<file path="src/rtl/indexed_array_table_engine_unit_macros.svh">
// assertion macros for the indexed array table engine
`ifndef INDEXED_ARRAY_TABLE_ENGINE_UNIT_MACROS_SVH
`define INDEXED_ARRAY_TABLE_ENGINE_UNIT_MACROS_SVH

// property that holds at every clock edge out of reset
`define IATE_ALWAYS(lbl, prop, msg) \
  lbl: assert property (@(posedge clk) disable iff (rst) (prop)) else $error(msg);

// same-cycle implication
`define IATE_IMPL(lbl, ante, cons, msg) \
  lbl: assert property (@(posedge clk) disable iff (rst) (ante) |-> (cons)) else $error(msg);

// next-cycle implication
`define IATE_NEXT(lbl, ante, cons, msg) \
  lbl: assert property (@(posedge clk) disable iff (rst) (ante) |=> (cons)) else $error(msg);

`endif

</file>
<file path="src/rtl/iate_pkg.sv">
// shared types and constants for the indexed array table engine
package iate_pkg;

  localparam int DEPTH  = 16;
  localparam int ADDR_W = 4;
  localparam int CNT_W  = 5;
  localparam int DATA_W = 32;

  typedef logic [ADDR_W-1:0] addr_t;
  typedef logic [CNT_W-1:0]  cnt_t;
  typedef logic [DATA_W-1:0] word_t;

  localparam cnt_t DEPTH_CNT = CNT_W'(DEPTH);

  typedef enum logic [2:0] {
    CMD_CLEAR  = 3'd0,
    CMD_APPEND = 3'd1,
    CMD_WRITE  = 3'd2,
    CMD_INSERT = 3'd3,
    CMD_DELETE = 3'd4,
    CMD_SEARCH = 3'd5,
    CMD_DUMP   = 3'd6
  } cmd_t;

  typedef enum logic [1:0] {
    ST_OK      = 2'd0,
    ST_BAD_POS = 2'd1,
    ST_FULL    = 2'd2,
    ST_EMPTY   = 2'd3
  } status_t;

  typedef enum logic [2:0] {
    S_IDLE,
    S_DECODE,
    S_SHIFT_RD,
    S_SHIFT_WR,
    S_SCAN,
    S_FINISH
  } state_t;

  typedef struct packed {
    logic    vld;
    status_t status;
    addr_t   index;
    word_t   data;
    logic    last;
  } res_t;

endpackage

</file>
<file path="src/rtl/iate_ram.sv">
// generic single-write, single-read ram with registered read data
module iate_ram #(
  parameter int WIDTH = 32,
  parameter int DEPTH = 16
) (
  input  logic                     clk,
  input  logic                     we,
  input  logic [$clog2(DEPTH)-1:0] waddr,
  input  logic [WIDTH-1:0]         wdata,
  input  logic [$clog2(DEPTH)-1:0] raddr,
  output logic [WIDTH-1:0]         rdata
);

  logic [WIDTH-1:0] mem [DEPTH];

  always_ff @(posedge clk) begin
    if (we) begin
      mem[waddr] <= wdata;
    end
    rdata <= mem[raddr];
  end

endmodule

</file>
<file path="src/rtl/iate_seq.sv">
// command sequencer: decode, shift loop and scan over the element ram
module iate_seq (
  input  logic            clk,
  input  logic            rst,
  input  logic            start,
  input  logic [2:0]      cmd,
  input  iate_pkg::addr_t position,
  input  iate_pkg::word_t value,
  output logic            busy,
  output iate_pkg::cnt_t  count,
  output iate_pkg::res_t  res,
  output logic            we,
  output iate_pkg::addr_t waddr,
  output iate_pkg::word_t wdata,
  output iate_pkg::addr_t raddr,
  input  iate_pkg::word_t rdata
);
  import iate_pkg::*;

  state_t state, state_next;
  cnt_t   ptr, ptr_next;
  cnt_t   count_next;
  logic   pend, pend_next;
  addr_t  pend_idx, pend_idx_next;
  logic   rd_vld, rd_vld_next;
  addr_t  rd_idx, rd_idx_next;
  logic [2:0] cmd_r;
  addr_t  pos_r;
  word_t  val_r;
  cnt_t   pos_ext;
  logic   scan_last;

  assign busy    = (state != S_IDLE);
  assign pos_ext = {1'b0, pos_r};

  always_ff @(posedge clk) begin
    if (rst) begin
      state  <= S_IDLE;
      count  <= '0;
      pend   <= 1'b0;
      rd_vld <= 1'b0;
    end else begin
      state  <= state_next;
      count  <= count_next;
      pend   <= pend_next;
      rd_vld <= rd_vld_next;
    end
  end

  always_ff @(posedge clk) begin
    ptr      <= ptr_next;
    pend_idx <= pend_idx_next;
    rd_idx   <= rd_idx_next;
    if (start && !busy) begin
      cmd_r <= cmd;
      pos_r <= position;
      val_r <= value;
    end
  end

  always_comb begin
    state_next    = state;
    ptr_next      = ptr;
    count_next    = count;
    pend_next     = pend;
    pend_idx_next = pend_idx;
    rd_vld_next   = 1'b0;
    rd_idx_next   = ptr[ADDR_W-1:0];
    we            = 1'b0;
    waddr         = ptr[ADDR_W-1:0];
    wdata         = val_r;
    raddr         = ptr[ADDR_W-1:0];
    res           = '0;
    scan_last     = (({1'b0, rd_idx} + 1'b1) == count);

    case (state)
      S_IDLE: begin
        if (start) begin
          state_next = S_DECODE;
        end
      end

      S_DECODE: begin
        state_next = S_IDLE;
        res.vld    = 1'b1;
        res.last   = 1'b1;
        res.status = ST_OK;
        case (cmd_r)
          CMD_CLEAR: begin
            count_next = '0;
          end
          CMD_APPEND: begin
            if (count == DEPTH_CNT) begin
              res.status = ST_FULL;
            end else begin
              we         = 1'b1;
              waddr      = count[ADDR_W-1:0];
              count_next = count + 1'b1;
            end
          end
          CMD_WRITE: begin
            if (pos_ext >= count) begin
              res.status = ST_BAD_POS;
            end else begin
              we    = 1'b1;
              waddr = pos_r;
            end
          end
          CMD_INSERT: begin
            if (count == DEPTH_CNT) begin
              res.status = ST_FULL;
            end else if (pos_ext > count) begin
              res.status = ST_BAD_POS;
            end else begin
              res.vld    = 1'b0;
              ptr_next   = count;
              state_next = S_SHIFT_RD;
            end
          end
          CMD_DELETE: begin
            if (pos_ext >= count) begin
              res.status = ST_BAD_POS;
            end else begin
              res.vld    = 1'b0;
              ptr_next   = pos_ext;
              state_next = S_SHIFT_RD;
            end
          end
          CMD_SEARCH, CMD_DUMP: begin
            if (count == '0) begin
              res.status = ST_EMPTY;
            end else begin
              res.vld    = 1'b0;
              ptr_next   = '0;
              pend_next  = 1'b0;
              state_next = S_SCAN;
            end
          end
          default: begin
          end
        endcase
      end

      S_SHIFT_RD: begin
        if (cmd_r == CMD_INSERT) begin
          if (ptr == pos_ext) begin
            // hole is open, drop the new word in
            we         = 1'b1;
            waddr      = pos_r;
            count_next = count + 1'b1;
            res.vld    = 1'b1;
            res.last   = 1'b1;
            state_next = S_IDLE;
          end else begin
            raddr      = ptr[ADDR_W-1:0] - 1'b1;
            state_next = S_SHIFT_WR;
          end
        end else begin
          if ((ptr + 1'b1) >= count) begin
            count_next = count - 1'b1;
            res.vld    = 1'b1;
            res.last   = 1'b1;
            state_next = S_IDLE;
          end else begin
            raddr      = ptr[ADDR_W-1:0] + 1'b1;
            state_next = S_SHIFT_WR;
          end
        end
      end

      S_SHIFT_WR: begin
        we         = 1'b1;
        waddr      = ptr[ADDR_W-1:0];
        wdata      = rdata;
        ptr_next   = (cmd_r == CMD_INSERT) ? ptr - 1'b1 : ptr + 1'b1;
        state_next = S_SHIFT_RD;
      end

      S_SCAN: begin
        // reads issue in the cycle before their compare
        if (ptr < count) begin
          raddr       = ptr[ADDR_W-1:0];
          rd_vld_next = 1'b1;
          rd_idx_next = ptr[ADDR_W-1:0];
          ptr_next    = ptr + 1'b1;
        end
        if (rd_vld) begin
          if (cmd_r == CMD_DUMP) begin
            res.vld   = 1'b1;
            res.index = rd_idx;
            res.data  = rdata;
            res.last  = scan_last;
            if (scan_last) begin
              state_next = S_IDLE;
            end
          end else begin
            // a match is held back until we know whether it is the final one
            if (rdata == val_r) begin
              if (pend) begin
                res.vld   = 1'b1;
                res.index = pend_idx;
              end
              pend_next     = 1'b1;
              pend_idx_next = rd_idx;
            end
            if (scan_last) begin
              state_next = S_FINISH;
            end
          end
        end
      end

      S_FINISH: begin
        res.vld    = 1'b1;
        res.last   = 1'b1;
        state_next = S_IDLE;
        if (pend) begin
          res.index = pend_idx;
        end else begin
          res.status = ST_EMPTY;
        end
      end

      default: begin
        state_next = S_IDLE;
      end
    endcase
  end

endmodule

</file>
<file path="src/rtl/indexed_array_table_engine_unit.sv">
// clear, append, overwrite and rejects: result strobe registered from the decode state
// insert and delete: each shifted element goes through a read state, then a write state
// dump and search read one element per cycle; search compares each against the value
// search holds each match back one compare to mark the final one, and ends in S_FINISH
// results come one per cycle at most, no stall; busy drops as the last result shows
// synchronous reset empties the table; stored words are undefined until written
`include "indexed_array_table_engine_unit_macros.svh"
module indexed_array_table_engine_unit (
  input  logic            clk,
  input  logic            rst,
  input  logic            start,
  output logic            busy,
  input  logic [2:0]      cmd,
  input  iate_pkg::addr_t position,
  input  iate_pkg::word_t value,
  output logic            valid,
  output logic [1:0]      status,
  output iate_pkg::addr_t index,
  output iate_pkg::word_t data,
  output iate_pkg::cnt_t  count,
  output logic            last
);
  import iate_pkg::*;

  res_t  res;
  logic  we;
  addr_t waddr;
  word_t wdata;
  addr_t raddr;
  word_t rdata;

  iate_seq u_seq (
    .clk      (clk),
    .rst      (rst),
    .start    (start),
    .cmd      (cmd),
    .position (position),
    .value    (value),
    .busy     (busy),
    .count    (count),
    .res      (res),
    .we       (we),
    .waddr    (waddr),
    .wdata    (wdata),
    .raddr    (raddr),
    .rdata    (rdata)
  );

  iate_ram #(
    .WIDTH (DATA_W),
    .DEPTH (DEPTH)
  ) u_ram (
    .clk   (clk),
    .we    (we),
    .waddr (waddr),
    .wdata (wdata),
    .raddr (raddr),
    .rdata (rdata)
  );

  // result register, lines up with the count update
  always_ff @(posedge clk) begin
    if (rst) begin
      valid <= 1'b0;
    end else begin
      valid <= res.vld;
    end
  end

  always_ff @(posedge clk) begin
    status <= res.status;
    index  <= res.index;
    data   <= res.data;
    last   <= res.last;
  end

  `IATE_ALWAYS(a_count_range, count <= DEPTH_CNT, "entry count above depth")
  `IATE_IMPL(a_miss_is_last, valid && status == ST_EMPTY, last, "miss result not last")
  `IATE_NEXT(a_accept_busy, start && !busy, busy, "accepted item did not raise busy")
  `IATE_IMPL(a_count_with_result, !$stable(count), valid, "count moved without a result")

endmodule
</file>
<file path="config.mk">
export PLATFORM = sky130hd
export DESIGN_NAME = indexed_array_table_engine_unit
export DESIGN_NICKNAME = d
export VERILOG_FILES = /design/src/rtl/iate_pkg.sv /design/src/rtl/iate_ram.sv /design/src/rtl/iate_seq.sv /design/src/rtl/indexed_array_table_engine_unit.sv
export VERILOG_INCLUDE_DIRS = /design/src /design/src/rtl
export SDC_FILE = /design/constraint.sdc
export NUM_CORES = 1
export LEC_CHECK = 0
export BUFFER_PORTS_ARGS = -buffer_cell sky130_fd_sc_hd__buf_2
export CAP_MARGIN = 20
export CELL_PAD_IN_SITES_DETAIL_PLACEMENT = 0
export CELL_PAD_IN_SITES_GLOBAL_PLACEMENT = 1
export CORE_MARGIN = 3
export CORE_UTILIZATION = 48
export DETAILED_ROUTE_END_ITERATION = 12
export HOLD_SLACK_MARGIN = 0.05
export PLACE_DENSITY_LB_ADDON = 0.12
export SLEW_MARGIN = 0
export SYNTH_ARGS = -nofsm -noshare
export SYNTH_HDL_FRONTEND = slang
export SYNTH_SLANG_ARGS = --single-unit
</file>
<file path="constraint.sdc">
create_clock -name clk -period 4.3 [get_ports clk]
set_input_delay 0 -clock clk [delete_from_list [all_inputs] [get_ports clk]]
set_output_delay 0 -clock clk [all_outputs]
set_load 0.01 [all_outputs]
</file>
# Word-level counts from Yosys, hierarchy flattened
# Memory sizes are Yosys's and may differ from the RTL's. A register that Yosys moved wholly into a read port is not among the register bits.
# Cells that the tools add are included.
[op_classes] add_sub_neg=7 magnitude_cmp=4 n_eq_ne=32 mux=81 n_bitwise=2 n_reduce_logical=19
[op_table] operator="2-to-1 mux 5 bit" n=10
[op_table] operator="2-to-1 mux 4 bit" n=11
[op_table] operator="2-to-1 mux 37 bit" n=1
[op_table] operator="2-to-1 mux 33 bit" n=1
[op_table] operator="equality test 32 bit" n=1
[op_table] operator="2-to-1 mux 32 bit" n=1
[op_table] operator="case mux 5 bit (3 select lines)" n=2
[op_table] operator="2-to-1 mux 1 bit" n=24
[op_table] operator="case mux 4 bit (2 select lines)" n=3
[op_table] operator="2-to-1 mux 3 bit" n=7
[op_table] operator="inequality test 3 bit (second input constant)" n=7
[op_table] operator="case mux 5 bit (2 select lines)" n=2
[op_table] operator="2-to-1 mux 2 bit" n=9
[op_table] operator="equality test 3 bit (second input constant)" n=5
[op_table] operator="case mux 3 bit (5 select lines)" n=1
[op_table] operator="equality test 3 x 2 -> 1 bit (second input constant)" n=4
[op_table] operator="adder 5 x 1 -> 5 bit (second input constant)" n=2
[op_table] operator="subtractor 5 x 1 -> 5 bit (second input constant)" n=2
[op_table] operator="case mux 1 bit (3 select lines)" n=3
[op_table] operator="case mux 3 bit (3 select lines)" n=1
[op_table] operator="inequality test 2 x 1 -> 1 bit (second input constant)" n=4
[op_table] operator="inequality test 2 bit (second input constant)" n=4
[op_table] operator="case mux 2 bit (4 select lines)" n=1
[op_table] operator="OR reduction 2 bit" n=4
[op_table] operator="28 further kinds" n=35
[word_totals] regBits=102 ramBits=512 in_bits=42 output_inout_bits=46 n_memories=1
[mem_list] name="u_ram.mem" words=16 word_bits=32 read_ports=1 rd_ports_with_merged_regs=1 wr=1 line_no="iate_ram.sv:14" source="logic [WIDTH-1:0] mem [DEPTH];"

# Logic depth before layout (Yosys ltp)
# Gate-level depths: netlist (run 1).
[logic_depth] word_depth=6 ltp_mapped=16

# Cells and area by module
# Synthesis (run 1) repeated with hierarchy kept, for this count alone.
[unflattened] cells_unflattened=1357 area_unflattened_um2=25253.0
[modules_own_cells] module="iate_ram" n_inst=1 cells_per_inst=838 area_per_inst_um2=19835.3 seq_area_each_um2=16015.4
[modules_own_cells] module="iate_seq" n_inst=1 cells_per_inst=478 area_per_inst_um2=4603.2 seq_area_each_um2=1721.7
[modules_own_cells] module="indexed_array_table_engine_unit" n_inst=1 cells_per_inst=41 area_per_inst_um2=814.5 seq_area_each_um2=800.8

# Worst setup path after synthesis (run 1)
# OpenSTA, ideal clock, no wires.
[synth_path] path_type="register to register" start="reg u_seq.count[1]" end="mem u_ram.mem[7][0] (enable)" setup_time_ps=421 arrival_time_ps=3764 t_required_ps=3879 setup_slack_ps=115 stages_incl_launch_ff=12 n_path_buf=0 period_less_slack_ps=4185 cell_sequence="dfxtp_1 inv_1 ha_1 nor2b_1 o21a_1 o21ai_0 a31oi_1 nor2b_1 o41ai_1 and3_1 nand2_1 nor2_1"
[synth_between] elab_chain_len=6 elab_cells_between_ends=12
[synth_lines] element="from (decl)" line_no="iate_seq.sv:10" source="output iate_pkg::cnt_t count,"
[synth_lines] element="from (signal assigned)" line_no="iate_seq.sv:44" source="count <= count_next;"
[synth_lines] element=">= comparator 4 x 5 -> 1 bit / equality test 5 bit (equally long branches)" line_no="iate_seq.sv:102, iate_seq.sv:93"
[synth_lines] element="2-to-1 mux 1 bit, on equally long branches" line_no="iate_seq.sv:102, iate_seq.sv:93"
[synth_lines] element="case mux 1 bit (2 select lines)" line_no="iate_seq.sv:88" source="case (cmd_r)"
[synth_lines] element="case mux 1 bit (3 select lines)" line_no="iate_seq.sv:76" source="case (state)"
[synth_lines] element="2-to-1 mux 1 bit" line_no="iate_ram.sv:17" source="if (we) begin"
[synth_lines] element="2-to-1 mux 1 bit (not written as such)" line_no="iate_ram.sv:18" source="mem[waddr] <= wdata;"
[synth_lines] element="to (decl)" line_no="iate_ram.sv:14"
# Parallel ways exist; a longest one is shown, timed or not.

# Worst setup path in the final report (run 1)
[layout_path] start="reg u_seq.ptr[0]" end="reg u_ram.rdata[6], read port of u_ram.mem"
[layout_between] elab_chain_len=5 elab_cells_between_ends=9
[layout_lines] element="from (decl)" line_no="iate_seq.sv:21" source="cnt_t ptr, ptr_next;"
[layout_lines] element="from (signal assigned)" line_no="iate_seq.sv:51" source="ptr <= ptr_next;"
[layout_lines] element="adder 5 x 1 -> 5 bit" line_no="iate_seq.sv:159" source="if ((ptr + 1'b1) >= count) begin"
[layout_lines] element=">= comparator 5 bit" line_no="iate_seq.sv:159"
[layout_lines] element="2-to-1 mux 4 bit" line_no="iate_seq.sv:159"
[layout_lines] element="2-to-1 mux 4 bit" line_no="iate_seq.sv:145" source="if (cmd_r == CMD_INSERT) begin"
[layout_lines] element="2-to-1 mux 4 bit *"
[layout_lines] element="to (decl)" line_no="iate_ram.sv:11" source="output logic [WIDTH-1:0] rdata"
# Every way passes the cells marked *; elsewhere a longest branch is shown, timed or not.
# A chain may end at the register's enable or synchronous reset.

==> results.txt, run 1 <==
GRT Max-Usage Layer: met2
clock group share of total power: 42.2%
Synth async-reset ratio: 0%
Leak: 0.01091 uW
Slew Limit Headroom: 41.64%
most frequent cells in the layout: edfxtp_1, mux2i_1, mux2_2
Worst-Skew Late Latency: 0.60 ns
Synth Warn #: 0
Nets: 1,915
DRC viols: 0
Global Route Usage Sum: 23.13%
CTS sink count: 646
Crit Path Class: reg -> reg
cells after synthesis: 1,677
Synth Area in Simple Gates: 5.360%
met3 Usage GRT: 3.497%
H-tree depth: 3
Clock transition at path regs: 0.06 ns
CTS tree: yes
I/O Buffers: 87
die area: 0.05800 mm2
number of global-route vias before repair: 14,894
Worst path most repeated cell: ha_1
RR Startpoint: u_seq.ptr[0]$_DFFE_PP_
critical path's top delay family: adder cells
WL per Instance: 25.40 um
M2 GR Usage: 37.28%
routed vias/inst: 5.748
Post-DRT Antenna Nets: 0
deepest clock path buffer count: 3
hold buffer count at cts: 41
global-route wire length before repair: 97.91 mm
Worst Path Buf+Inv: 1
TNS Setup: 0 ns
DP Cell Count: 2,439
PostCTS Resize Cnt: 0
Critical Path, Cell by Cell: ha_1 -> nand3_1 -> xnor2_1 -> ha_1 -> nand2_1 -> a21oi_1 -> a41oi_2 -> nand3_2 -> xnor2_4 -> buf_12 -> mux2i_1 -> mux2_2 -> o22ai_1 -> a221o_1
origin of the worst setup path: u_seq.ptr[0]$_DFFE_PP_
startpoint types: flop
MaxCap Viol Count: 0
grt ovf: 0
Post-synth EDFFs: 560
Flop pwr share: 51.9%
max incr delay on CP: 0.48 ns
post-synthesis register bit count: 646
Initial DRC Count: 1,346
Final min period: 4.032 ns
initial antenna violation count: 1
mux share of post-synthesis cell area: 11.46%
Hold Vio Cnt, Final: 0
synthesized area: 0.02647 mm2
Least-Margin Pin Slew: 0.8755 ns
Most used DFF post-synth: edfxtp_1
worst-path fanout max: 93
Starting Density: 48.81%
row count: 85
Final Instance Count excl. Fillers: 2,604
skew final: 0.01725 ns
Layout Area Growth over Synthesis: 16.65%
Pwr Density: 435.8 mW/mm2
Max Clock Freq: 248.0 MHz
Pint: 10,560 uW
Post-Syn Area per Cell: 15.79 um2
Seq/Total Area, Yosys: 70.03%
slowest CP cell: edfxtp_1
Arrival @ worst endpoint: 4.51 ns
met1 GRT Util: 33.37%
combinational share of power: 5.9%
fin crit share: 93.77%
post-synthesis xor/xnor area fraction: 1.692%
hold path startpoint: value[3]
vias post-DR: 14,967
WP data required: 4.78 ns
Post-CTS Setup Inserts: 0
ANT cells: 0
largest net degree at the start of global routing: 94
core area: 0.05424 mm2
Total Routed Length: 66.14 mm
most common cell after layout, fill and taps aside: edfxtp_1
clk root buf: clkbuf_16
status: finished, final reports clean
Worst setup EP type: flop
Slew Viols, Final: 0
Setup Viol. Count Final: 0
Final Wtd Congestion: 0.8421
net load switching power: 2896 uW
worst hold path class: in -> reg
main combinational cell family by area after synthesis: multiplexers
Die X-Extent: 240.8 um
Worst VDD drop: 327.6 uV
Switching Share: 21.52%
# IOs: 88
adder-cell area share of the yosys netlist: 0.9453%
filler cell count: 4,297
RSZ-0062 raised after global routing: no
number of buffers created by CTS: 67
Synth Area in Compound Gates: 7.960%
post-synth net total: 1,739
hpwl dp: 38.36 mm
first-pass detailed-route iteration total: 5
layout cells sized above 1: 20.34%
Yosys cell types: 63
Die Y: 240.8 um
[synthesized netlist by cell type, drive strengths merged (4+ instances only)]
cell	count	area [um2]
dfxtp	86	1722
a211oi	67	580.6
inv	16	60.06
xnor2	24	229.0
nor3	6	35.03
a221o	33	330.3
nand4	8	50.05
xor2	25	219.0
o21ai	28	140.1
edfxtp	560	16820
nand2b	8	50.05
nor2	44	165.2
nor2b	71	444.2
o211ai	5	37.54
o22ai	37	231.5
clkbuf	30	112.6
a21oi	87	439.2
mux2i	195	1952
nor4	5	31.28
buf	64	504.2
mux2	96	1081
o21a	5	37.54
or3	4	25.02
a31oi	5	31.28
nand3	17	95.09
nand2	46	172.7
a22o	6	52.55
and2	38	237.7
ha	20	250.2
a22oi	4	30.03
[layer usage]
metal | vias up | part of all wire (%)
li1 | 6856 | -
met1 | 7624 | 45
met2 | 400 | 48
met3 | 87 | 5.0
met4 | 0 | 2.0
met5 | - | 0
[layout make-up]
class	count	area [um2]	area share [%]
clock buffer	102	1882	6.094
timing repair buffer	201	1844	5.973
sequential	646	18540	60.03
multi-input combinational	921	7416	24.02
clock inverter	22	267.8	0.8671
tap	696	870.8	2.820
inverter	16	60.06	0.1945
[state kept, by name, indices dropped and copies added, names as in the netlist, 5 cells and up]
| signal | cells |
|---|---|
| u_ram.mem | 512 |
| u_seq.count | 5 |
| u_seq.val_r | 32 |
| u_ram.rdata | 32 |
| u_seq.ptr | 5 |
| data | 32 |
[final timing paths]
path | endpoint | slack (ns) | depth (start not counted)
worst max-delay path | u_ram.rdata[6]$_DFF_P_ | 0.27 | 14
worst min-delay path | u_seq.val_r[3]$_DFFE_PP_ | 0.10 | 2
worst min register to register | index[0]$_DFF_P_ | 0.47 | 1
worst max register to register | u_ram.rdata[6]$_DFF_P_ | 0.27 | 14
[power by group through the flow]
stage / Clock [uW] / Sequential, uW / Combinational, uW
floorplan: 0 / 7080 / 525
global placement: 0 / 7120 / 752
detailed placement: 0 / 7120 / 765
CTS: 5810 / 6990 / 797
global route: 6070 / 6990 / 858
finish: 5670 / 6990 / 795
[worst register-to-register path, stage by stage (launching register included)]
cell      delay [ns]
edfxtp_1        0.48
ha_1            0.31
nand3_1         0.12
xnor2_1         0.30
ha_1            0.37
nand2_1         0.10
a21oi_1         0.08
a41oi_2         0.21
nand3_2         0.25
xnor2_4         0.31
buf_12          0.43
mux2i_1         0.44
mux2_2          0.18
o22ai_1         0.07
a221o_1         0.26
[kinds of logic after synthesis]
family	count (synthesis)
AO/OA/AOI/OAI	299
XOR/XNOR	49
adder cells (fa/ha/maj)	20
buffers and inverters	110
flip-flops	646
multiplexers	291
AND/OR/NAND/NOR	262
[stage by stage]
stage	power, uW	hold WS, ns	setup slack (ns)	instance area, um2	util, %
CTS	13590	0.07102	0.3208	30880	56.93
global placement	7872	0.1765	0.4339	28320	52.21
floorplan	7601	0.07870	0.1151	26470	-
global route	13920	0.09676	0.01719	30880	56.93
finish	13460	0.1020	0.2680	30880	56.93
detailed placement	7883	0.1781	0.3420	28320	52.21
Note: power is estimated with default switching activity, not from simulation.
==> run 2, diff against run 1 <==
--- a/config.mk
+++ b/config.mk
@@ -6,7 +6,7 @@
 export SDC_FILE = /design/constraint.sdc
 export NUM_CORES = 1
 export LEC_CHECK = 0
-export BUFFER_PORTS_ARGS = -buffer_cell sky130_fd_sc_hd__buf_2
+export BUFFER_PORTS_ARGS = -buffer_cell sky130_fd_sc_hd__buf_4
 export CAP_MARGIN = 20
 export CELL_PAD_IN_SITES_DETAIL_PLACEMENT = 0
 export CELL_PAD_IN_SITES_GLOBAL_PLACEMENT = 1
==> results.txt, run 2 (synthesis results as in run 1) <==
status: finished, final reports clean (unchanged)
vias post-DR: 14,920 (was 14,967)
core area: 0.05424 mm2 (unchanged)
hpwl dp: 36.68 mm (was 38.36 mm)
Die X-Extent: 240.8 um (unchanged)
worst hold slack: 0.1172 ns (was 0.1020 ns)
Leak: 0.01101 uW (was 0.01091 uW)
DRC viols: 0 (unchanged)
Critical Path, Cell by Cell: nand3_1 -> xnor2_1 -> ha_1 -> nand2_1 -> a21oi_1 -> a41oi_2 -> nand3_2 -> xnor2_4 -> buf_12 -> buf_4 -> mux2i_1 -> mux2_2 -> o22ai_1 -> a221o_1 (was ha_1 -> nand3_1 -> xnor2_1 -> ha_1 -> nand2_1 -> a21oi_1 -> a41oi_2 -> nand3_2 -> xnor2_4 -> buf_12 -> mux2i_1 -> mux2_2 -> o22ai_1 -> a221o_1)
deepest clock path buffer count: 3 (unchanged)
MaxCap Viol Count: 0 (unchanged)
Worst Path Buf+Inv: 2 (was 1)
skew final: 0.01877 ns (was 0.01725 ns)
number of global-route vias before repair: 14,530 (was 14,894)
row count: 85 (unchanged)
Final min period: 3.979 ns (was 4.032 ns)
Post-DRT Antenna Nets: 0 (unchanged)
Largest register FFs: 512 (unchanged)
Post-CTS Setup Inserts: 0 (unchanged)
grt ovf: 0 (unchanged)
post-layout util: 57.49% (was 56.93%)
H-tree depth: 3 (unchanged)
die area: 0.05800 mm2 (unchanged)
Arrival @ worst endpoint: 4.45 ns (was 4.51 ns)
Routed met1 length: 29.41 mm (was 30.05 mm)
Hold Vio Cnt, Final: 0 (unchanged)
number of buffers created by CTS: 69 (was 67)
Clock transition at path regs: 0.06 ns (about the same)
Nets: 1,914 (was 1,915)
CTS sink count: 646 (unchanged)
clk root buf: clkbuf_16 (unchanged)
worst hold path class: in -> reg (unchanged)
WP data required: 4.77 ns (was 4.78 ns)
PostCTS Resize Cnt: 0 (unchanged)
routed vias/inst: 5.732 (was 5.748)
WL met3: 3.185 mm (was 3.292 mm)
Layout Area Growth over Synthesis: 17.80% (was 16.65%)
hold buffer count at cts: 41 (unchanged)
fin crit share: 92.53% (was 93.77%)
first-pass detailed-route iteration total: 5 (unchanged)
Worst-Skew Late Latency: 0.60 ns (about the same)
Power Total: 13,710 uW (was 13,460 uW)
Slew Viols, Final: 0 (unchanged)
Crit Path Class: reg -> reg (unchanged)
critical path's top delay family: flip-flops (was adder cells)
TNS Setup: 0 ns (unchanged)
max incr delay on CP: 0.74 ns (was 0.48 ns)
WL per Instance: 24.98 um (was 25.40 um)
Least-Margin Pin Slew: 0.8067 ns (was 0.8755 ns)
I/O Buffers: 87 (unchanged)
met2 WL: 30.50 mm (was 31.45 mm)
global-route wire length before repair: 95.13 mm (was 97.91 mm)
most common cell after layout, fill and taps aside: edfxtp_1 (unchanged)
slowest CP cell: edfxtp_1 (unchanged)
Initial DRC Count: 1,180 (was 1,346)
Worst VDD drop: 368.9 uV (was 327.6 uV)
worst-path fanout max: 45 (was 93)
uppermost layer routed: met4 (unchanged)
Starting Density: 48.81% (unchanged)
register with the most flip-flops: u_ram.mem (unchanged)
startpoint types: flop (unchanged)
layout cells sized above 1: 21.03% (was 20.34%)
Max Clock Freq: 251.3 MHz (was 248.0 MHz)
Die Y: 240.8 um (unchanged)
initial antenna violation count: 0 (was 1)
CTS tree: yes (unchanged)
Total Routed Length: 65.03 mm (was 66.14 mm)
Final Wtd Congestion: 0.8448 (was 0.8421)
RSZ-0062 raised after global routing: no (unchanged)
largest net degree at the start of global routing: 61 (was 94)
filler cell count: 4,290 (was 4,297)
Pwr Density: 439.5 mW/mm2 (was 435.8 mW/mm2)
ANT cells: 0 (unchanged)
# IOs: 88 (unchanged)
Global Route Usage Sum: 22.61% (was 23.13%)
most frequent cells in the layout: edfxtp_1, mux2i_1, buf_4 (was edfxtp_1, mux2i_1, mux2_2)
Worst setup EP type: flop (unchanged)
Setup Viol. Count Final: 0 (unchanged)
Slew Limit Headroom: 46.03% (was 41.64%)
## run 2: final cells by class
cell class                      count  area, um2  area share, %
Timing Repair Buffer              198       2002          6.420
Tap cell                          696      870.8          2.793
Clock buffer                      107       2072          6.645
Inverter                           16      60.06         0.1926
Multi-Input combinational cell    921       7416          23.78
Clock inverter                     19      224.0         0.7182
Sequential cell                   646      18540          59.45
## run 2: per-layer routing
| metal | GRT usage, % | up-vias |
|---|---|---|
| met4 | 7.261 | 0 |
| met1 | 32.57 | 7515 |
| li1 | - | 6862 |
| met5 | 0 | - |
| met2 | 35.81 | 438 |
| met3 | 3.325 | 105 |
## run 2: per-stage QoR
stage	area (um2)	cells	setup slack (ns)
after floorplan	26470	1677	0.1151
after global placement	28480	2436	0.4581
after detailed placement	28480	2436	0.3980
after CTS	31180	2603	0.3640
after global routing	31180	2603	0.07653
final	31180	2603	0.3211
## run 2: power breakdown
| group | switching (uW) | total [uW] | internal [uW] |
|---|---|---|---|
| Sequential | 81.8 | 6990 | 6900 |
| Combinational | 475 | 803 | 328 |
| Clock | 2350 | 5920 | 3560 |
## run 2: worst paths after layout
| path | start | to | slack [ns] | cells after the start |
|---|---|---|---|---|
| min | value[6] | u_seq.val_r[6]$_DFFE_PP_ | 0.12 | 2 |
| max | u_seq.ptr[2]$_DFFE_PP_ | u_ram.rdata[31]$_DFF_P_ | 0.32 | 14 |
| min reg2reg | u_seq.pend_idx[0]$_DFFE_PP_ | index[0]$_DFF_P_ | 0.47 | 1 |
| max reg2reg | u_seq.ptr[2]$_DFFE_PP_ | u_ram.rdata[31]$_DFF_P_ | 0.32 | 14 |
==> run 3, diff against run 2 <==
--- a/config.mk
+++ b/config.mk
@@ -6,12 +6,13 @@
 export SDC_FILE = /design/constraint.sdc
 export NUM_CORES = 1
 export LEC_CHECK = 0
+export ABC_AREA = 1
 export BUFFER_PORTS_ARGS = -buffer_cell sky130_fd_sc_hd__buf_4
 export CAP_MARGIN = 20
 export CELL_PAD_IN_SITES_DETAIL_PLACEMENT = 0
 export CELL_PAD_IN_SITES_GLOBAL_PLACEMENT = 1
 export CORE_MARGIN = 3
-export CORE_UTILIZATION = 48
+export CORE_UTILIZATION = 45
 export DETAILED_ROUTE_END_ITERATION = 12
 export HOLD_SLACK_MARGIN = 0.05
 export PLACE_DENSITY_LB_ADDON = 0.12
==> results.txt, run 3 <==
status: finished, final reports clean (unchanged)
synthesized area: 0.02798 mm2 (was 0.02647 mm2)
CTS tree: yes (unchanged)
Least-Margin Pin Slew: 0.9198 ns (was 0.8067 ns)
critical path's top delay family: simple AND/OR/NAND/NOR gates (was flip-flops)
Clock transition at path regs: 0.06 ns (about the same)
Arrival @ worst endpoint: 4.39 ns (was 4.45 ns)
max incr delay on CP: 0.62 ns (was 0.74 ns)
R2R cell count: 18 (was 14)
fin crit share: 89.26% (was 92.53%)
Worst setup EP type: flop (unchanged)
Slew Limit Headroom: 38.53% (was 46.03%)
post-synthesis register bit count: 646 (unchanged)
layout cells sized above 1: 11.16% (was 21.03%)
Hold Vio Cnt, Final: 0 (unchanged)
startpoint types: flop (unchanged)
Largest register FFs: 512 (unchanged)
CTS sink count: 646 (unchanged)
Most used DFF post-synth: edfxtp_1 (unchanged)
routed vias/inst: 5.311 (was 5.732)
TNS Setup: 0 ns (unchanged)
hold path startpoint: value[15] (was value[6])
Final min period: 3.838 ns (was 3.979 ns)
Critical Path, Cell by Cell: ha_1 -> xnor2_1 -> inv_1 -> ha_1 -> nand2_1 -> nand2_1 -> nand2_1 -> nand3_1 -> nand2_1 -> nand3_2 -> nand2_1 -> nand2_4 -> inv_4 -> buf_4 -> nand3_1 -> nand3_1 -> nand3_1 -> nand2_1 (was nand3_1 -> xnor2_1 -> ha_1 -> nand2_1 -> a21oi_1 -> a41oi_2 -> nand3_2 -> xnor2_4 -> buf_12 -> buf_4 -> mux2i_1 -> mux2_2 -> o22ai_1 -> a221o_1)
initial antenna violation count: 0 (unchanged)
Synth Warn #: 0 (unchanged)
first-pass detailed-route iteration total: 5 (unchanged)
clk root buf: clkbuf_16 (unchanged)
Worst path most repeated cell: nand2_1
top cells by count, synth: nand2_1, edfxtp_1, nand3_1 (was edfxtp_1, mux2i_1, mux2_2)
setup slack, reg-to-reg: 0.46 ns (was 0.32 ns)
met3 Usage GRT: 3.119% (was 3.325%)
largest area contributor in the netlist: edfxtp_1 (unchanged)
H-tree depth: 3 (unchanged)
met1 GRT Util: 32.21% (was 32.57%)
number of global-route vias before repair: 18,711 (was 14,530)
slowest CP cell: edfxtp_1 (unchanged)
row count: 90 (was 85)
WHS Path Cells: 2 (unchanged)
I/O Buffers: 87 (unchanged)
grt ovf: 0 (unchanged)
PostCTS Resize Cnt: 0 (unchanged)
Seq/Total Area, Yosys: 66.25% (was 70.03%)
Synth async-reset ratio: 0% (unchanged)
Final Wtd Congestion: 0.8480 (was 0.8448)
Crit Path Class: reg -> reg (unchanged)
Post-DRT Antenna Nets: 0 (unchanged)
worst hold path class: in -> reg (unchanged)
reg-to-reg endpoint: u_ram.rdata[4]$_DFF_P_ (was u_ram.rdata[31]$_DFF_P_)
Layout Area Growth over Synthesis: 17.46% (was 17.80%)
Slew Viols, Final: 0 (unchanged)
Hold Path End: u_seq.val_r[15]$_DFFE_PP_ (was u_seq.val_r[6]$_DFFE_PP_)
# IOs: 88 (unchanged)
MaxCap Viol Count: 0 (unchanged)
number of buffers created by CTS: 72 (was 69)
cells after synthesis: 2,678 (was 1,677)
Starting Density: 45.93% (was 48.81%)
skew final: 0.02364 ns (was 0.01877 ns)
number of stages on the worst setup path: 18 (was 14)
Initial DRC Count: 1,716 (was 1,180)
Yosys cell types: 43 (was 63)
GRT Max-Usage Layer: met2 (unchanged)
deepest clock path buffer count: 3 (unchanged)
Post-synth EDFFs: 560 (unchanged)
ANT cells: 0 (unchanged)
post-synth net total: 2,740 (was 1,739)
Setup Viol. Count Final: 0 (unchanged)
most frequent cells in the layout: nand2_1, edfxtp_1, nand3_1 (was edfxtp_1, mux2i_1, buf_4)
DRC viols: 0 (unchanged)
Worst-Skew Late Latency: 0.61 ns (was 0.60 ns)
most common cell after layout, fill and taps aside: nand2_1 (was edfxtp_1)
WL per Instance: 20.61 um (was 24.98 um)
worst-path fanout max: 26 (was 45)
Post-CTS Setup Inserts: 0 (unchanged)
most common cell in the netlist: nand2_1 (was edfxtp_1)
Total Routed Length: 76.54 mm (was 65.03 mm)
hpwl dp: 39.20 mm (was 36.68 mm)
WP data required: 4.85 ns (was 4.77 ns)
vias post-DR: 19,725 (was 14,920)
largest net degree at the start of global routing: 155 (was 61)
Worst Path Buf+Inv: 3 (was 2)
die area: 0.06521 mm2 (was 0.05800 mm2)
Max Clock Freq: 260.6 MHz (was 251.3 MHz)
Global Route Usage Sum: 23.10% (was 22.61%)
Leak: 0.01338 uW (was 0.01101 uW)
Nets: 2,890 (was 1,914)
main area contributors after synthesis: edfxtp_1, nand3_1, nand2_1 (was edfxtp_1, mux2i_1, dfxtp_1)
RSZ-0062 raised after global routing: no (unchanged)
Worst VDD drop: 361.2 uV (was 368.9 uV)
hold buffer count at cts: 42 (was 41)
register with the most flip-flops: u_ram.mem (unchanged)
Post-Syn Area per Cell: 10.45 um2 (was 15.79 um2)
M2 GR Usage: 37.59% (was 35.81%)
core area: 0.06092 mm2 (was 0.05424 mm2)
RR Startpoint: u_seq.ptr[0]$_DFFE_PP_ (was u_seq.ptr[2]$_DFFE_PP_)
Pwr Density: 468.4 mW/mm2 (was 439.5 mW/mm2)
Yosys top cell area share: 60.09% (was 63.53%)
Die X-Extent: 255.4 um (was 240.8 um)
post-layout util: 53.95% (was 57.49%)
Die Y: 255.4 um (was 240.8 um)
global-route wire length before repair: 115.6 mm (was 95.13 mm)
==> run 3: layer usage <==
layer  vias to the layer above  share of wire [%]
met5                         -                  0
li1                       9373                  -
met4                         0                2.8
met1                      9653                 44
met2                       575                 47
met3                       124                5.5
==> run 3: power breakdown <==
part	switching (uW)	internal [uW]
clock network	2440	3610
logic	1450	699
registers	136	7070
total	4020	11400
==> run 3: area by class of cell <==
| cell class | instances | area [um2] |
|---|---|---|
| tap | 828 | 1036 |
| timing repair buffer | 223 | 2092 |
| multi-input combinational | 1594 | 7781 |
| sequential | 646 | 18540 |
| clock inverter | 34 | 291.5 |
| fill | 5335 | 28050 |
| inverter | 291 | 1095 |
| clock buffer | 98 | 2034 |
==> run 3: worst max path at each step <==
stage                                     start                    endpoint  slack (ns)
global placement         u_seq.ptr[0]$_DFFE_PP_      u_ram.rdata[7]$_DFF_P_        0.62
CTS                      u_seq.ptr[0]$_DFFE_PP_      u_ram.rdata[4]$_DFF_P_        0.50
finish                   u_seq.ptr[0]$_DFFE_PP_      u_ram.rdata[4]$_DFF_P_        0.46
floorplan           u_seq.count[2]$_SDFFE_PP0P_  u_ram.mem[13][0]$_DFFE_PP_        0.33
global route             u_seq.ptr[0]$_DFFE_PP_     u_ram.rdata[11]$_DFF_P_        0.17
detailed placement       u_seq.ptr[0]$_DFFE_PP_      u_ram.rdata[4]$_DFF_P_        0.51
==> run 3: logic make-up (layout without fill, tap and decap cells) <==
kind of cell / count (synthesis) / after routing / share of synthesized area, %
AO/OA/AOI/OAI: 109 / 109 / 2.263
adder cells (fa/ha/maj): 20 / 20 / 0.8943
flip-flops: 646 / 646 / 66.25
buffers and inverters: 438 / 646 / 6.577
AND/OR/NAND/NOR: 1433 / 1433 / 23.02
XOR/XNOR: 32 / 32 / 1.002
==> run 3: stage by stage <==
stage	cell area (um2)	setup slack [ns]	std cells	total power [uW]	hold WS, ns
after CTS	32870	0.4984	3714	15520	0.07957
after floorplan	27980	0.3321	2678	8710	0.09887
final	32870	0.4620	3714	15400	0.1100
after global placement	30120	0.6201	3540	9417	0.1783
after detailed placement	30120	0.5127	3540	9447	0.1792
after global routing	32870	0.1683	3714	16040	0.09440
